**src/rtl/gbn_pkg.sv**
```systemverilog
// Shared types and constants for the go-back-N sender window.
// Request/result payloads, result kinds, opcodes, controller state and the
// command/status structs between controller and datapath. No dependencies.
`default_nettype none

package gbn_pkg;

  // opcodes carried by a request
  localparam logic [1:0] OP_START = 2'd0;
  localparam logic [1:0] OP_FILL  = 2'd1;
  localparam logic [1:0] OP_ACK   = 2'd2;
  localparam logic [1:0] OP_TICK  = 2'd3;

  // configuration register indexes (byte address = 4 * index)
  localparam logic [1:0] REG_WINDOW  = 2'd0;
  localparam logic [1:0] REG_TIMEOUT = 2'd1;
  localparam logic [1:0] REG_RETRIES = 2'd2;
  localparam logic [1:0] REG_TOTAL   = 2'd3;

  localparam logic [3:0]  WINDOW_RST  = 4'd15;
  localparam logic [15:0] TIMEOUT_RST = 16'd50;
  localparam logic [7:0]  RETRIES_RST = 8'd10;
  localparam logic [15:0] TOTAL_RST   = 16'd15;

  typedef enum logic [3:0] {
    KIND_SENT     = 4'd0,
    KIND_RESENT   = 4'd1,
    KIND_ACK_TAKEN = 4'd2,
    KIND_ACK_IGN  = 4'd3,
    KIND_WAITING  = 4'd4,
    KIND_COMPLETE = 4'd5,
    KIND_FAILED   = 4'd6,
    KIND_ASSUMED  = 4'd7,
    KIND_STARTED  = 4'd8,
    KIND_NONE     = 4'd9
  } kind_t;

  typedef struct packed {
    logic [1:0] opcode;
    logic [3:0] ack_seq;
  } req_t;

  typedef struct packed {
    kind_t       kind;
    logic [3:0]  frame_seq;
    logic [15:0] packet_index;
    logic        end_frame;
    logic        run_last;
  } rsp_t;

  typedef enum logic [2:0] {
    ST_IDLE,
    ST_EXEC,
    ST_SEND,
    ST_RESEND,
    ST_DONE
  } state_t;

  // controller -> datapath
  typedef struct packed {
    logic  load_req;
    logic  do_start;
    logic  do_send;
    logic  do_ack;
    logic  tick_count;
    logic  tick_end;
    logic  tick_resend;
    logic  do_resend;
    logic  clr_active;
    logic  emit;
    kind_t emit_kind;
    logic  emit_last;
  } cmd_t;

  // datapath -> controller
  typedef struct packed {
    logic [1:0] op;
    logic       active;
    logic       slot_free;
    logic       can_send;
    logic       can_send_next;
    logic       ack_in_win;
    logic       ack_complete;
    logic       tick_timeout;
    logic       retry_end;
    logic       all_sent;
    logic       outs_zero;
    logic       resend_last;
  } stat_t;

endpackage

`default_nettype wire

```
**src/rtl/gbn_ctrl.sv**
```systemverilog
// Controller FSM for the go-back-N sender window.
// Sequences one request at a time into datapath commands. Uses gbn_pkg.
`default_nettype none

module gbn_ctrl (
  input  wire logic          clk,
  input  wire logic          rst,
  input  wire logic          req_valid,
  output logic               req_stall,
  input  wire gbn_pkg::stat_t stat,
  output gbn_pkg::cmd_t      cmd
);

  gbn_pkg::state_t state, state_next;

  always_ff @(posedge clk) begin
    if (rst) begin
      state <= gbn_pkg::ST_IDLE;
    end else begin
      state <= state_next;
    end
  end

  // next state
  always_comb begin
    state_next = state;
    case (state)
      gbn_pkg::ST_IDLE: begin
        if (req_valid) state_next = gbn_pkg::ST_EXEC;
      end
      gbn_pkg::ST_EXEC: begin
        if (stat.slot_free) begin
          state_next = gbn_pkg::ST_IDLE;
          case (stat.op)
            gbn_pkg::OP_FILL: begin
              if (stat.active && stat.can_send) state_next = gbn_pkg::ST_SEND;
            end
            gbn_pkg::OP_ACK: begin
              if (stat.active && stat.ack_complete) state_next = gbn_pkg::ST_DONE;
            end
            gbn_pkg::OP_TICK: begin
              if (stat.active && stat.tick_timeout && !stat.retry_end && !stat.outs_zero)
                state_next = gbn_pkg::ST_RESEND;
            end
            default: state_next = gbn_pkg::ST_IDLE;
          endcase
        end
      end
      gbn_pkg::ST_SEND: begin
        if (stat.slot_free && !stat.can_send_next) state_next = gbn_pkg::ST_IDLE;
      end
      gbn_pkg::ST_RESEND: begin
        if (stat.slot_free && stat.resend_last) state_next = gbn_pkg::ST_IDLE;
      end
      gbn_pkg::ST_DONE: begin
        if (stat.slot_free) state_next = gbn_pkg::ST_IDLE;
      end
      default: state_next = gbn_pkg::ST_IDLE;
    endcase
  end

  // outputs
  always_comb begin
    cmd = '0;
    cmd.emit_kind = gbn_pkg::KIND_NONE;
    req_stall = 1'b1;
    case (state)
      gbn_pkg::ST_IDLE: begin
        req_stall = 1'b0;
        cmd.load_req = req_valid;
      end
      gbn_pkg::ST_EXEC: begin
        if (stat.slot_free) begin
          case (stat.op)
            gbn_pkg::OP_START: begin
              cmd.do_start  = 1'b1;
              cmd.emit      = 1'b1;
              cmd.emit_kind = gbn_pkg::KIND_STARTED;
              cmd.emit_last = 1'b1;
            end
            gbn_pkg::OP_FILL: begin
              if (!(stat.active && stat.can_send)) begin
                cmd.emit      = 1'b1;
                cmd.emit_kind = gbn_pkg::KIND_NONE;
                cmd.emit_last = 1'b1;
              end
            end
            gbn_pkg::OP_ACK: begin
              cmd.emit = 1'b1;
              if (!stat.active) begin
                cmd.emit_kind = gbn_pkg::KIND_ACK_IGN;
                cmd.emit_last = 1'b1;
              end else begin
                cmd.do_ack    = 1'b1;
                cmd.emit_kind = stat.ack_in_win ? gbn_pkg::KIND_ACK_TAKEN
                                                : gbn_pkg::KIND_ACK_IGN;
                cmd.emit_last = !stat.ack_complete;
              end
            end
            gbn_pkg::OP_TICK: begin
              if (!stat.active) begin
                cmd.emit      = 1'b1;
                cmd.emit_kind = gbn_pkg::KIND_WAITING;
                cmd.emit_last = 1'b1;
              end else if (!stat.tick_timeout) begin
                cmd.tick_count = 1'b1;
                cmd.emit       = 1'b1;
                cmd.emit_kind  = gbn_pkg::KIND_WAITING;
                cmd.emit_last  = 1'b1;
              end else if (stat.retry_end) begin
                cmd.tick_end  = 1'b1;
                cmd.emit      = 1'b1;
                cmd.emit_kind = stat.all_sent ? gbn_pkg::KIND_ASSUMED
                                              : gbn_pkg::KIND_FAILED;
                cmd.emit_last = 1'b1;
              end else begin
                cmd.tick_resend = 1'b1;
                if (stat.outs_zero) begin
                  cmd.emit      = 1'b1;
                  cmd.emit_kind = gbn_pkg::KIND_NONE;
                  cmd.emit_last = 1'b1;
                end
              end
            end
            default: cmd.emit = 1'b0;
          endcase
        end
      end
      gbn_pkg::ST_SEND: begin
        if (stat.slot_free) begin
          cmd.do_send   = 1'b1;
          cmd.emit      = 1'b1;
          cmd.emit_kind = gbn_pkg::KIND_SENT;
          cmd.emit_last = !stat.can_send_next;
        end
      end
      gbn_pkg::ST_RESEND: begin
        if (stat.slot_free) begin
          cmd.do_resend = 1'b1;
          cmd.emit      = 1'b1;
          cmd.emit_kind = gbn_pkg::KIND_RESENT;
          cmd.emit_last = stat.resend_last;
        end
      end
      gbn_pkg::ST_DONE: begin
        if (stat.slot_free) begin
          cmd.clr_active = 1'b1;
          cmd.emit       = 1'b1;
          cmd.emit_kind  = gbn_pkg::KIND_COMPLETE;
          cmd.emit_last  = 1'b1;
        end
      end
      default: req_stall = 1'b1;
    endcase
  end

endmodule

`default_nettype wire

```
**src/rtl/gbn_dp.sv**
```systemverilog
// Datapath for the go-back-N sender window: config registers, window state,
// resend cursor and the result register. Driven by gbn_ctrl; uses gbn_pkg.
`default_nettype none

module gbn_dp #(
  parameter int SEQ_COUNT = 16
) (
  input  wire logic           clk,
  input  wire logic           rst,
  input  wire gbn_pkg::req_t  req,
  output gbn_pkg::rsp_t       rsp,
  output logic                rsp_valid,
  input  wire logic           rsp_stall,
  input  wire logic           psel,
  input  wire logic           penable,
  input  wire logic           pwrite,
  input  wire logic [3:0]     paddr,
  input  wire logic [31:0]    pwdata,
  output logic [31:0]         prdata,
  input  wire gbn_pkg::cmd_t  cmd,
  output gbn_pkg::stat_t      stat
);

  localparam int SEQ_W = (SEQ_COUNT > 1) ? $clog2(SEQ_COUNT) : 1;
  localparam int OW    = ((SEQ_W > 4) ? SEQ_W : 4) + 1;
  localparam logic [SEQ_W-1:0] SEQ_MAX = SEQ_W'(SEQ_COUNT - 1);

  function automatic logic [SEQ_W-1:0] seq_inc(input logic [SEQ_W-1:0] a);
    seq_inc = (a == SEQ_MAX) ? '0 : a + SEQ_W'(1);
  endfunction

  // (a - b) mod SEQ_COUNT
  function automatic logic [SEQ_W-1:0] seq_sub(input logic [SEQ_W-1:0] a,
                                               input logic [SEQ_W-1:0] b);
    logic [OW-1:0] d;
    if (a >= b) d = OW'(a) - OW'(b);
    else        d = OW'(a) + OW'(SEQ_COUNT) - OW'(b);
    seq_sub = d[SEQ_W-1:0];
  endfunction

  // config
  logic [3:0]  window_size;
  logic [15:0] timeout_ticks;
  logic [7:0]  retry_limit;
  logic [15:0] total_packets;

  // window state
  gbn_pkg::req_t    req_q;
  logic [SEQ_W-1:0] base_seq, next_seq;
  logic [15:0]      sent_count, base_count;
  logic [15:0]      wait_timer;
  logic [7:0]       retry_count;
  logic             transfer_active;

  // resend cursor
  logic [SEQ_W-1:0] rs_seq, rs_left;
  logic [15:0]      rs_idx;

  logic [SEQ_W-1:0] outs, ack_off, ack_s;
  logic [OW-1:0]    outs_x, win_lim, ack_x, seq_x;
  logic             ack_ok, in_win;
  logic [15:0]      new_bc, timer_inc, sel_idx;
  logic [7:0]       retry_inc;
  logic             slot_free, sel_end;

  always_comb begin
    outs    = seq_sub(next_seq, base_seq);
    outs_x  = OW'(outs);
    win_lim = (OW'(window_size) > OW'(SEQ_COUNT - 1)) ? OW'(SEQ_COUNT - 1)
                                                      : OW'(window_size);
    ack_x   = OW'(req_q.ack_seq);
    ack_ok  = ack_x < OW'(SEQ_COUNT);
    ack_s   = ack_x[SEQ_W-1:0];
    ack_off = seq_sub(ack_s, base_seq);
    in_win  = ack_ok && (OW'(ack_off) < outs_x);
    new_bc  = in_win ? base_count + 16'(ack_off) + 16'd1 : base_count;
    timer_inc = (wait_timer == 16'hFFFF) ? wait_timer : wait_timer + 16'd1;
    retry_inc = (retry_count == 8'hFF) ? retry_count : retry_count + 8'd1;
    slot_free = !rsp_valid || !rsp_stall;
  end

  always_comb begin
    stat.op            = req_q.opcode;
    stat.active        = transfer_active;
    stat.slot_free     = slot_free;
    stat.can_send      = (outs_x < win_lim) && (sent_count < total_packets);
    stat.can_send_next = ((outs_x + OW'(1)) < win_lim) &&
                         ((17'(sent_count) + 17'd1) < 17'(total_packets));
    stat.ack_in_win    = in_win;
    stat.ack_complete  = (new_bc == total_packets) && (sent_count == total_packets);
    stat.tick_timeout  = !(timer_inc < timeout_ticks);
    stat.retry_end     = retry_inc >= retry_limit;
    stat.all_sent      = sent_count >= total_packets;
    stat.outs_zero     = (outs == '0);
    stat.resend_last   = (rs_left == SEQ_W'(1));
  end

  // frame fields of the result being emitted
  always_comb begin
    seq_x   = OW'(cmd.do_resend ? rs_seq : next_seq);
    sel_idx = cmd.do_resend ? rs_idx : sent_count;
    sel_end = (total_packets != 16'd0) && (sel_idx == total_packets - 16'd1);
  end

  // APB config
  always_ff @(posedge clk) begin
    if (rst) begin
      window_size   <= gbn_pkg::WINDOW_RST;
      timeout_ticks <= gbn_pkg::TIMEOUT_RST;
      retry_limit   <= gbn_pkg::RETRIES_RST;
      total_packets <= gbn_pkg::TOTAL_RST;
    end else if (psel && penable && pwrite) begin
      case (paddr[3:2])
        gbn_pkg::REG_WINDOW:  window_size   <= pwdata[3:0];
        gbn_pkg::REG_TIMEOUT: timeout_ticks <= pwdata[15:0];
        gbn_pkg::REG_RETRIES: retry_limit   <= pwdata[7:0];
        gbn_pkg::REG_TOTAL:   total_packets <= pwdata[15:0];
        default:              window_size   <= window_size;
      endcase
    end
  end

  always_comb begin
    case (paddr[3:2])
      gbn_pkg::REG_WINDOW:  prdata = 32'(window_size);
      gbn_pkg::REG_TIMEOUT: prdata = 32'(timeout_ticks);
      gbn_pkg::REG_RETRIES: prdata = 32'(retry_limit);
      gbn_pkg::REG_TOTAL:   prdata = 32'(total_packets);
      default:              prdata = '0;
    endcase
  end

  // window state
  always_ff @(posedge clk) begin
    if (rst) begin
      base_seq        <= '0;
      next_seq        <= '0;
      sent_count      <= '0;
      base_count      <= '0;
      wait_timer      <= '0;
      retry_count     <= '0;
      transfer_active <= 1'b0;
    end else begin
      if (cmd.do_start) begin
        base_seq        <= '0;
        next_seq        <= '0;
        sent_count      <= '0;
        base_count      <= '0;
        wait_timer      <= '0;
        retry_count     <= '0;
        transfer_active <= 1'b1;
      end
      if (cmd.do_send) begin
        next_seq   <= seq_inc(next_seq);
        sent_count <= sent_count + 16'd1;
      end
      if (cmd.do_ack) begin
        // cumulative ACK: window slides past ack_seq
        if (in_win) begin
          base_seq   <= seq_inc(ack_s);
          base_count <= new_bc;
        end
        wait_timer  <= '0;
        retry_count <= '0;
      end
      if (cmd.tick_count) wait_timer <= timer_inc;
      if (cmd.tick_end) begin
        wait_timer      <= timer_inc;
        retry_count     <= retry_inc;
        transfer_active <= 1'b0;
      end
      if (cmd.tick_resend) begin
        wait_timer  <= '0;
        retry_count <= retry_inc;
      end
      if (cmd.clr_active) transfer_active <= 1'b0;
    end
  end

  // request latch and resend cursor (payload, no reset)
  always_ff @(posedge clk) begin
    if (cmd.load_req) req_q <= req;
    if (cmd.tick_resend) begin
      rs_seq  <= base_seq;
      rs_idx  <= base_count;
      rs_left <= outs;
    end else if (cmd.do_resend) begin
      rs_seq  <= seq_inc(rs_seq);
      rs_idx  <= rs_idx + 16'd1;
      rs_left <= rs_left - SEQ_W'(1);
    end
  end

  // result register
  always_ff @(posedge clk) begin
    if (rst) begin
      rsp_valid <= 1'b0;
    end else if (cmd.emit) begin
      rsp_valid <= 1'b1;
    end else if (!rsp_stall) begin
      rsp_valid <= 1'b0;
    end
  end

  always_ff @(posedge clk) begin
    if (cmd.emit) begin
      rsp.kind     <= cmd.emit_kind;
      rsp.run_last <= cmd.emit_last;
      if (cmd.do_send || cmd.do_resend) begin
        rsp.frame_seq    <= seq_x[3:0];
        rsp.packet_index <= sel_idx;
        rsp.end_frame    <= sel_end;
      end else begin
        rsp.frame_seq    <= '0;
        rsp.packet_index <= '0;
        rsp.end_frame    <= 1'b0;
      end
    end
  end

endmodule

`default_nettype wire

```
**src/rtl/go_back_n_sender_window.sv**
```systemverilog
// Channel  Dir  Handshake          Payload
// req      in   req_valid/req_stall gbn_pkg::req_t  (opcode, ack_seq)
// rsp      out  rsp_valid/rsp_stall gbn_pkg::rsp_t  (kind, frame_seq, packet_index,
//                                                   end_frame, run_last)
// cfg      in   APB psel/penable    window size, timeout ticks, retry limit,
//                                   total packets at 0x0/0x4/0x8/0xC
//
// Sequencing: one request at a time. A request is taken in the idle state and
//   decided in EXEC once the result register has room. Start, ACK, tick and
//   empty fill are emitted from EXEC; an ACK that completes the transfer adds
//   DONE. A fill or resend emits its frames from SEND or RESEND, as the decide
//   state emits nothing. The single result register sets the pace.
// Reset: synchronous, active high; config returns to 15/50/10/15, window
//   state clears and the transfer is inactive.
// Stalls: rsp_stall holds the result register; the controller waits until
//   the register drains before loading the next result.
//
// Top level of the go-back-N sender window. Ties gbn_ctrl and gbn_dp; uses
// gbn_pkg.
`default_nettype none

module go_back_n_sender_window #(
  parameter int SEQ_COUNT = 16
) (
  input  wire logic          clk,
  input  wire logic          rst,
  // request channel
  input  wire logic          req_valid,
  output logic               req_stall,
  input  wire gbn_pkg::req_t req,
  // result channel
  output logic               rsp_valid,
  input  wire logic          rsp_stall,
  output gbn_pkg::rsp_t      rsp,
  // config port
  input  wire logic          psel,
  input  wire logic          penable,
  input  wire logic          pwrite,
  input  wire logic [3:0]    paddr,
  input  wire logic [31:0]   pwdata,
  output logic [31:0]        prdata,
  output logic               pready
);

  gbn_pkg::cmd_t  cmd;
  gbn_pkg::stat_t stat;

  // config writes complete in the access cycle, never wait
  assign pready = 1'b1;

  // FSM: one request in flight, steps the fill and resend loops
  gbn_ctrl u_ctrl (
    .clk       (clk),
    .rst       (rst),
    .req_valid (req_valid),
    .req_stall (req_stall),
    .stat      (stat),
    .cmd       (cmd)
  );

  // window counters, timer, retry count, config and result register
  gbn_dp #(
    .SEQ_COUNT (SEQ_COUNT)
  ) u_dp (
    .clk       (clk),
    .rst       (rst),
    .req       (req),
    .rsp       (rsp),
    .rsp_valid (rsp_valid),
    .rsp_stall (rsp_stall),
    .psel      (psel),
    .penable   (penable),
    .pwrite    (pwrite),
    .paddr     (paddr),
    .pwdata    (pwdata),
    .prdata    (prdata),
    .cmd       (cmd),
    .stat      (stat)
  );

endmodule

`default_nettype wire
```
**config.mk**
```make
export PLATFORM = sky130hd
export DESIGN_NAME = go_back_n_sender_window
export DESIGN_NICKNAME = d
export VERILOG_FILES = /design/src/rtl/gbn_pkg.sv /design/src/rtl/gbn_ctrl.sv /design/src/rtl/gbn_dp.sv /design/src/rtl/go_back_n_sender_window.sv
export SDC_FILE = /design/constraint.sdc
export NUM_CORES = 1
export LEC_CHECK = 0
export BUFFER_PORTS_ARGS = -buffer_cell sky130_fd_sc_hd__buf_4
export CAP_MARGIN = 20
export CELL_PAD_IN_SITES_DETAIL_PLACEMENT = 2
export CELL_PAD_IN_SITES_GLOBAL_PLACEMENT = 2
export CORE_ASPECT_RATIO = 0.7
export CORE_UTILIZATION = 39
export CTS_CLUSTER_DIAMETER = 150
export CTS_CLUSTER_SIZE = 25
export DETAILED_ROUTE_END_ITERATION = 10
export GPL_TIMING_DRIVEN = 0
export HOLD_SLACK_MARGIN = 0.1
export MAX_ROUTING_LAYER = met4
export PLACE_DENSITY_LB_ADDON = 0.3
export SLEW_MARGIN = 25
export SYNTH_ARGS = -nofsm -noshare
export SYNTH_HDL_FRONTEND = slang
export SYNTH_SLANG_ARGS = --single-unit
```
**constraint.sdc**
```tcl
create_clock -name clk -period 7.3 [get_ports clk]
set_input_delay 1.46 -clock clk [delete_from_list [all_inputs] [get_ports clk]]
set_output_delay 1.46 -clock clk [all_outputs]
set_load 0.05 [all_outputs]
```
# After elaboration in Yosys (flattened, before gate mapping)

Index checks and enable logic that the tools add are counted.

Add/subtract/negate cells: 19
Magnitude comparators: 10
Equal/unequal tests: 25
Muxes and demuxes: 79
Reductions and logical operators: 38

Operators with widths:

| kind                                                                     | count |
|---|---|
| 16-bit 2-to-1 mux                                                        | 13 |
| 32-bit one-hot mux with 4 select lines                                   | 1 |
| 4-bit 2-to-1 mux                                                         | 17 |
| 16-bit by 1-bit adder with 16-bit output (second input constant)         | 4 |
| 16-bit == test                                                           | 3 |
| 6-bit 2-to-1 mux                                                         | 8 |
| 6-bit one-hot mux with 4 select lines                                    | 2 |
| 8-bit 2-to-1 mux                                                         | 5 |
| 16-bit less-than comparator                                              | 2 |
| 3-bit 2-to-1 mux                                                         | 8 |
| 4-bit by 1-bit adder with 4-bit output (second input constant)           | 5 |
| 1-bit 2-to-1 mux                                                         | 18 |
| 16-bit by 1-bit adder with 17-bit output (second input constant)         | 1 |
| 17-bit by 16-bit less-than comparator with 1-bit output                  | 1 |
| 16-bit by 4-bit adder with 16-bit output                                 | 1 |
| 16-bit == test (second input constant)                                   | 1 |
| 16-bit >= comparator                                                     | 1 |
| 16-bit nonzero test                                                      | 1 |
| 16-bit by 1-bit subtractor with 16-bit output (second input constant)    | 1 |
| 4-bit subtractor                                                         | 4 |
| 3-bit one-hot mux with 5 select lines                                    | 1 |
| 1-bit logical AND                                                        | 13 |
| 4-bit == test (second input constant)                                    | 3 |
| 2-bit by 1-bit inequality test with 1-bit output (second input constant) | 5 |
| 30 further kinds                                                         | 52 |

Flip-flop bits (word level): 169
Bits of input ports: 49
Output and inout port bits: 61
Logic and storage cells: 194

# Depth between registers and ports, before layout

Gate-level depths: netlist of the first run.

Depth after elaboration: 14
Mapped depth: 18
Mapped depth without buffers: 16

# Cells and area by module

A second synthesis of the first run with hierarchy kept.

Cell total of the unflattened synthesis: 1420
Area total of the unflattened synthesis: 11907.7 µm²

Modules (own cells, without submodules):

| module                  | instances | cells each | area each (µm²) | seq. area each (µm²) |
|---|---|---|---|---|
| gbn_dp                  | 1         | 1340       | 11328.4         | 3883.7 |
| gbn_ctrl                | 1         | 78         | 568.0           | 60.1 |
| go_back_n_sender_window | 1         | 2          | 11.3            | 0.0 |

# Worst setup path before layout of the first run

Ideal clock, no wire load.

Kind: input-to-output
Start: input paddr[3]
End: output prdata[12]
Data arrival time: 3.045 ns
Required time: 5.840 ns
Slack: 2.795 ns
Stages: 4
Path buffers: 2
Cell sequence: clkbuf_1 > clkbuf_1 > mux2i_1 > nor2b_1

Longest elaborated chain between the ends: 2
Elaborated cells between the ends (all ways): 5
Those cells by class: eq/ne: 3; mux: 1; reduce/logical: 1

Ends and longest elaborated chain:

| item                                        | RTL line                      | source |
|---|---|---|
| start: declaration                          | go_back_n_sender_window.sv:39 | `input wire logic [3:0] paddr,` |
| 2-bit == test, or another cell as far along | gbn_dp.sv:124                 | `case (paddr[3:2])` |
| 32-bit one-hot mux with 4 select lines *    | gbn_dp.sv:124                 |  |
| end: declaration                            | go_back_n_sender_window.sv:41 | `output logic [31:0] prdata,` |

Mark *: on every way between the ends. The rest lies on a longest branch, timed or not. The select of a mux whose other input is x is not followed.

==> results.toml, run 1 <==
[outcome]
status = "completed"

[sta]
maxSlewViolCount = 0
worst_pin_slew_ns = 1.051
clock_skew_ns = 0.01463
max-slew-margin-rel_pct = 29.96
rsz0062_at_grt = "no"
setup_tns_ns = 0
period_minus_slack_ns = 6.552
finalSetupViolations = 0
timing_hold_violations_final = 0
timing.final.crit_share_pct = 89.75
timing.fmax_mhz = 152.6

[clocking]
cts_tree = "built"
numCtsBuffers = 17
post_cts_buffers = 0
cts.path.max_buffers = 2
ctsResizeCount = 0
h-tree-depth = 4
cts_root_buf = "clkbuf_16"
clock_sinks = 169
cts_hold_buf = 0
clk_pin_slew_ns = 0.07
clk_latency_ns = 0.46

[detailed_routing]
routed_wl_mm = 50.97
antenna_left = 0
wl_per_cell_microns = 26.60
dr.pass1.iters = 5
via_per_inst = 6.073
drc = 0
drt_iter0_markers = 889
num_vias = 11640

[die]
core_sq_um = 29150
rows = 52
io_pins = 110
die-area_sq_um = 30570
fp.dieW_microns = 208.5
start_util_pct = 39.96
die_h_microns = 146.6

[global_routing]
grt_start_max_net_pins = 27
grt_pass1_vias = 12420
grtUsageTotal_pct = 34.56
grt-ovfl-total = 0
grt_pass1_wl_mm = 76.79
grt_antenna_before_repair = 1

[worst_setup_path]
r2r-start = "u_dp.wait_timer[3]$_SDFFE_PP0P_"
worst-path-buf-inv = 1
cp_slowest_cell = "nor4_1"
path_depth = 16
r2r_slack_ns = 0.75
cp_top_family = "simple AND/OR/NAND/NOR gates"
crit_end = "u_dp.rsp[10]$_SDFFCE_PN0P_"
arrival_ns = 6.63
path_max_fanout = 26
path_cells = "clkbuf_1, nand4_1, nor4_2, nand4b_1, nor2_1, and4_1, xor2_1, ha_1, nand4_1, nor4_1, o21ai_0, a31oi_1, o21ai_0, a311oi_1, o21bai_1, a41o_2"
critPathLaunchType = "flop"
required_ns = 7.38
r2r_cells = 16
critPathMaxStageDelay_ns = 0.74
critical_path_class = "reg2reg"
crit_start = "u_dp.wait_timer[3]$_SDFFE_PP0P_"
crit_path_end_kind = "flop"
reg2reg_to = "u_dp.rsp[10]$_SDFFCE_PN0P_"

[power]
power.total_mw = 2.246
ir_worst_vdd_mv = 0.1338
p_leak_nw = 5.283
power_density_nw_per_um2 = 168.1

[logic_synthesis]
yosysWarnings = 0
yosysUniqueCellTypes = 74
netlist.area_leader.share_pct = 19.42
synth_edf_count = 56
synth_seq_cells = 169
synthCells = 1415
synth.area.top_cells = "dfxtp_1 (19%), edfxtp_1 (14%), ha_1 (9.2%)"
synth_top_area_cell = "dfxtp_1"
yosysMostFrequentCell = "nand2_1"
synth-main-ff-cell = "dfxtp_1"
async_flop_share_pct = 0
ys_top_cells_by_count = "nand2_1 (193), nor2_1 (120), a21oi_1 (117)"
avgSynthCellArea_sq_um = 8.231
synth_area_sq_um = 11650
yosysSeqAreaShare_pct = 33.86

[layout]
drive_gt1_share_pct = 10.03
fillers = 3353
multi_input_area_sq_um = 7104
nets = 1661
synthToLayoutAreaGrowth_pct = 14.75
layout.area.seq_sq_um = 3944

[min_path]
whs_path_depth = 2
min_path_type = "reg2reg"

[place]
place_congestion = 0.9443
io_buffers = 73
dp_hpwl_mm = 38.12

[job]
max_cap_viol_count = 0
## layout make-up
type	instances	share of cell area, %
Timing Repair Buffer	74	4.138
Tap cell	378	3.539
Clock buffer	28	4.269
Buffer	91	3.080
Antenna cell	2	0.03745
Clock inverter	4	0.3558
Multi-Input combinational cell	1102	53.16
Sequential cell	169	29.51
Inverter	68	1.910
## worst min-delay path: stages, from the launching register on
cell	delay [ns]
dfxtp_1	0.32
nand3_1	0.07
a21oi_1	0.06
## worst min path at each step
stage / startpoint / to
after floorplan: u_dp.base_seq[2]$_SDFF_PP0_ / u_dp.base_seq[2]$_SDFF_PP0_
after global placement: u_dp.base_seq[2]$_SDFF_PP0_ / u_dp.base_seq[2]$_SDFF_PP0_
after detailed placement: u_dp.base_seq[1]$_SDFF_PP0_ / u_dp.base_seq[1]$_SDFF_PP0_
after CTS: u_dp.base_seq[1]$_SDFF_PP0_ / u_dp.base_seq[1]$_SDFF_PP0_
after global routing: u_dp.base_seq[1]$_SDFF_PP0_ / u_dp.base_seq[1]$_SDFF_PP0_
final: u_dp.base_seq[1]$_SDFF_PP0_ / u_dp.base_seq[1]$_SDFF_PP0_
## power breakdown
part	internal (mW)	leakage (nW)	switching (mW)
logic	0.0763	3.55	0.185
clock network	0.569	0.307	0.420
registers	0.984	1.43	0.0114
## flip-flops by register name (all words and copies together) (netlist names), 8 cells and up
signal	flops
u_dp.retry_limit	8
u_dp.timeout_ticks	16
u_dp.rsp	26
u_dp.sent_count	16
u_dp.wait_timer	16
u_dp.base_count	16
u_dp.rs_idx	16
u_dp.total_packets	16
u_dp.retry_count	8
## layout by cell type (no fill, tap or decap), types with 5 or more instances in the layout
master	netlist	layout
nor3_1	26	26
buf_4	17	90
a211oi_1	7	7
o21a_1	7	7
a31oi_1	15	15
and3_1	14	14
or2_2	7	7
nand2b_1	6	6
nor2b_1	19	19
nor2_1	120	119
ha_1	86	86
nor3b_1	5	5
a311oi_1	5	5
buf_2	5	6
nand2_1	193	192
xor2_1	38	38
or3_1	6	6
clkbuf_1	66	70
nor4_1	10	10
conb_1	2	17
and2_1	11	11
nand3b_1	5	5
nand4_1	21	21
o21ai_1	7	7
mux2i_1	54	54
o21ai_0	57	57
edfxtp_1	56	56
o211ai_1	12	12
inv_1	67	67
a21oi_1	117	117
clkbuf_16	0	20
dfxtp_1	113	113
nand3_1	82	82
xnor2_1	67	67
a21o_1	22	22
## cell families (layout without fill, tap and decap cells)
kind of cell	after synthesis	in the layout	share of synthesized area [%]
flip-flops	169	169	33.86
other	2	19	0.06448
AO/OA/AOI/OAI	290	290	15.44
multiplexers	60	60	5.608
adder cells (fa/ha/maj)	89	89	9.755
AND/OR/NAND/NOR	541	541	21.65
XOR/XNOR	105	105	7.896
buffers and inverters	159	265	5.726
## metrics by stage
step | hold slack, ns | std cells | utilization [%] | cell area [sq um] | setup slack (ns)
finish | 0.4895 | 1916 | 45.85 | 13360 | 0.7484
global route | 0.5197 | 1915 | 45.84 | 13360 | 0.3821
CTS | 0.4929 | 1914 | 45.82 | 13360 | 0.9270
detailed placement | 0.4821 | 1882 | 43.70 | 12740 | 0.9851
global placement | 0.4536 | 1881 | 43.65 | 12720 | 0.9179
floorplan | 0.4435 | 1430 | - | 11700 | 2.795
## metal layers
metal	routed length (microns)	global-route usage (%)
met2	23070	52.51
met5	0	-
met1	23310	45.97
met3	3455	7.550
met4	1129	10.00
No activity file was read; power rests on OpenSTA's default activity.
==> run 2: changes to the inputs <==
- ABC_AREA: default -> 1
- CORE_UTILIZATION: 39 -> 37
==> run 2 against run 1 <==
Non-clock buffer count shrank 35. Sequential share of layout area grew 0.69 points. Global-route usage down 2.1 points. Synthesized area fell by 2.4%. Setup slack better by 1.7 ns. Flip-flop and latch count unchanged. Synthesized cell count increased by 9.7%. Register-to-register slack improved by 1.7 ns. Die area up 2.9%. Critical path type unchanged.
==> results.toml, run 2 <==
[outcome]
status = "completed"

[logic_synthesis]
synth_top_area_cell = "dfxtp_1"
synthCells = 1552
synth_area_sq_um = 11370
synth_edf_count = 56
synth-main-ff-cell = "dfxtp_1"
synth_seq_cells = 169
yosysMostFrequentCell = "nand2_1"
yosysUniqueCellTypes = 50
ys_top_cells_by_count = "nand2_1 (327), inv_1 (196), a21oi_1 (146)"
async_flop_share_pct = 0
synth.area.top_cells = "dfxtp_1 (20%), edfxtp_1 (15%), nand2_1 (11%)"
yosysWarnings = 0
netlist.area_leader.share_pct = 19.89
yosysSeqAreaShare_pct = 34.68
avgSynthCellArea_sq_um = 7.327

[clocking]
cts.path.max_buffers = 2
cts_tree = "built"
numCtsBuffers = 17
clock_sinks = 169
post_cts_buffers = 0
h-tree-depth = 4
clk_pin_slew_ns = 0.08
ctsResizeCount = 0
cts_root_buf = "clkbuf_16"
clk_latency_ns = 0.48
cts_hold_buf = 0

[place]
place_congestion = 0.9239
dp_slack_ns = 2.599
io_buffers = 74
dp_hpwl_mm = 37.61

[sta]
timing.final.crit_share_pct = 65.87
finalSetupViolations = 0
period_minus_slack_ns = 4.809
timing_hold_violations_final = 0
setup_tns_ns = 0
rsz0062_at_grt = "no"
timing.fmax_mhz = 208.0
worst_pin_slew_ns = 0.9003
max-slew-margin-rel_pct = 39.98
worst_slack_ns = 2.491
clock_skew_ns = 0.01132
maxSlewViolCount = 0

[layout]
synthToLayoutAreaGrowth_pct = 14.82
layout_common_cells = "nand2_1 (325), inv_1 (196), a21oi_1 (146), nor2_1 (133), dfxtp_1 (113)"
final_core_util_pct = 43.37
nets = 1798
final_common_cell = "nand2_1"
largest_reg_flops = 26
drive_gt1_share_pct = 10.82
top_register = "u_dp.rsp"

[power]
clkPwrFrac_pct = 40.1
internal-power_mw = 1.540
ir_worst_vdd_mv = 0.1803
sw_frac_of_total_pct = 31.41
p_sw_mw = 0.7051
power.total_mw = 2.245
combPwrFrac_pct = 14.7
p_leak_nw = 5.648
power_frac_seq_pct = 45.1
power_density_nw_per_um2 = 171.9

[worst_setup_path]
crit_path_end_kind = "flop"
critPathLaunchType = "flop"
required_ns = 7.35
path_cells = "ha_1, nand3_1, nor2_1, nand3_1, nand2_1, nor2_1, a21oi_1, ha_1, a21oi_1, nor2_1, a211oi_1, and3_1, inv_1, a31oi_1, nand4_1, nand3_1, nand2_2"
path_max_fanout = 26
r2r_cells = 17
path_depth = 17
arrival_ns = 4.86
cp_slowest_cell = "a21oi_1"
cp_top_family = "simple AND/OR/NAND/NOR gates"
critPathMaxStageDelay_ns = 0.43
critical_path_class = "reg2reg"
worst-path-buf-inv = 1
r2r_slack_ns = 2.49

[detailed_routing]
dr.pass1.iters = 5
drt_iter0_markers = 729
wl_per_cell_microns = 23.21
routed_wl_mm = 48.46
drc = 0
via_per_inst = 5.587
antenna_left = 0
num_vias = 11670

[global_routing]
grt_antenna_before_repair = 0
grt-ovfl-total = 0
grt_start_max_net_pins = 27
grt_pass1_wl_mm = 73.00
grt_pass1_vias = 12210
grtUsageTotal_pct = 32.45

[die]
io_pins = 110
die_h_microns = 148.7
fp.dieW_microns = 211.5
start_util_pct = 37.77
rows = 53
core_sq_um = 30110
die-area_sq_um = 31450

[job]
max_cap_viol_count = 0

[min_path]
whs_path_depth = 2
min_path_type = "reg2reg"
==> run 2: final timing paths <==
| check | start | endpoint |
|---|---|---|
| max | u_dp.retry_count[1]$_SDFFE_PP0P_ | u_dp.rsp[5]$_SDFFCE_PN0P_ |
| min | u_dp.retry_count[5]$_SDFFE_PP0P_ | u_dp.retry_count[5]$_SDFFE_PP0P_ |
| max reg2reg | u_dp.retry_count[1]$_SDFFE_PP0P_ | u_dp.rsp[5]$_SDFFCE_PN0P_ |
| min reg2reg | u_dp.retry_count[5]$_SDFFE_PP0P_ | u_dp.retry_count[5]$_SDFFE_PP0P_ |
==> run 2: tightest hold or removal path, delay by kind of cell (launching register included) <==
| kind | cells | cell delay, ns |
|---|---|---|
| DFF | 1 | 0.33 |
| and+or+nand+nor | 1 | 0.07 |
| AOI/OAI and AO/OA | 1 | 0.05 |
==> run 2: cell type report <==
| class | count | area, sq um |
|---|---|---|
| fill | 3577 | 17050 |
| multi-input combinational | 1135 | 6379 |
| sequential | 169 | 3944 |
| inverter | 207 | 777.0 |
| timing repair buffer | 74 | 555.5 |
| tap | 412 | 515.5 |
| clock buffer | 19 | 454.2 |
| buffer | 56 | 336.6 |
| clock inverter | 13 | 88.84 |
| antenna | 3 | 7.507 |
==> run 2: metal layers <==
| layer | GRT usage, % | part of all wire (%) | vias up |
|---|---|---|---|
| met5 | - | 0 | - |
| met4 | 10.14 | 2.1 | 0 |
| met3 | 5.638 | 5.8 | 67 |
| met2 | 48.87 | 44 | 321 |
| met1 | 44.15 | 48 | 5910 |
| li1 | - | - | 5367 |
==> run 2: power by group through the flow <==
stage / registers, mW / logic (mW) / clock network [mW]
2_1_floorplan: 1.08 / 0.162 / 0
3_3_place_gp: 1.03 / 0.314 / 0
3_5_place_dp: 1.03 / 0.325 / 0
4_1_cts: 1.01 / 0.328 / 0.914
5_1_grt: 1.01 / 0.352 / 0.945
6_report: 1.01 / 0.331 / 0.901
==> run 2: metrics by stage <==
step | hold WS (ns) | cell area (sq um) | std cells
2_1_floorplan | 0.4497 | 11430 | 1567
3_3_place_gp | 0.4714 | 12500 | 2053
3_5_place_dp | 0.4879 | 12510 | 2053
4_1_cts | 0.4979 | 13050 | 2085
5_1_grt | 0.5204 | 13050 | 2085
6_report | 0.4998 | 13060 | 2088
==> run 2: cells by family (layout without fill, tap and decap cells) <==
kind of cell / Yosys count / count (layout) / synth area share, %
mux: 1 / 1 / 0.08802
simple gates: 646 / 646 / 24.60
compound gates: 314 / 314 / 15.55
xor+xnor: 68 / 68 / 5.237
buf+inv: 263 / 369 / 9.792
flops: 169 / 169 / 34.68
fa+ha+maj: 89 / 89 / 9.990
other cells: 2 / 20 / 0.06604
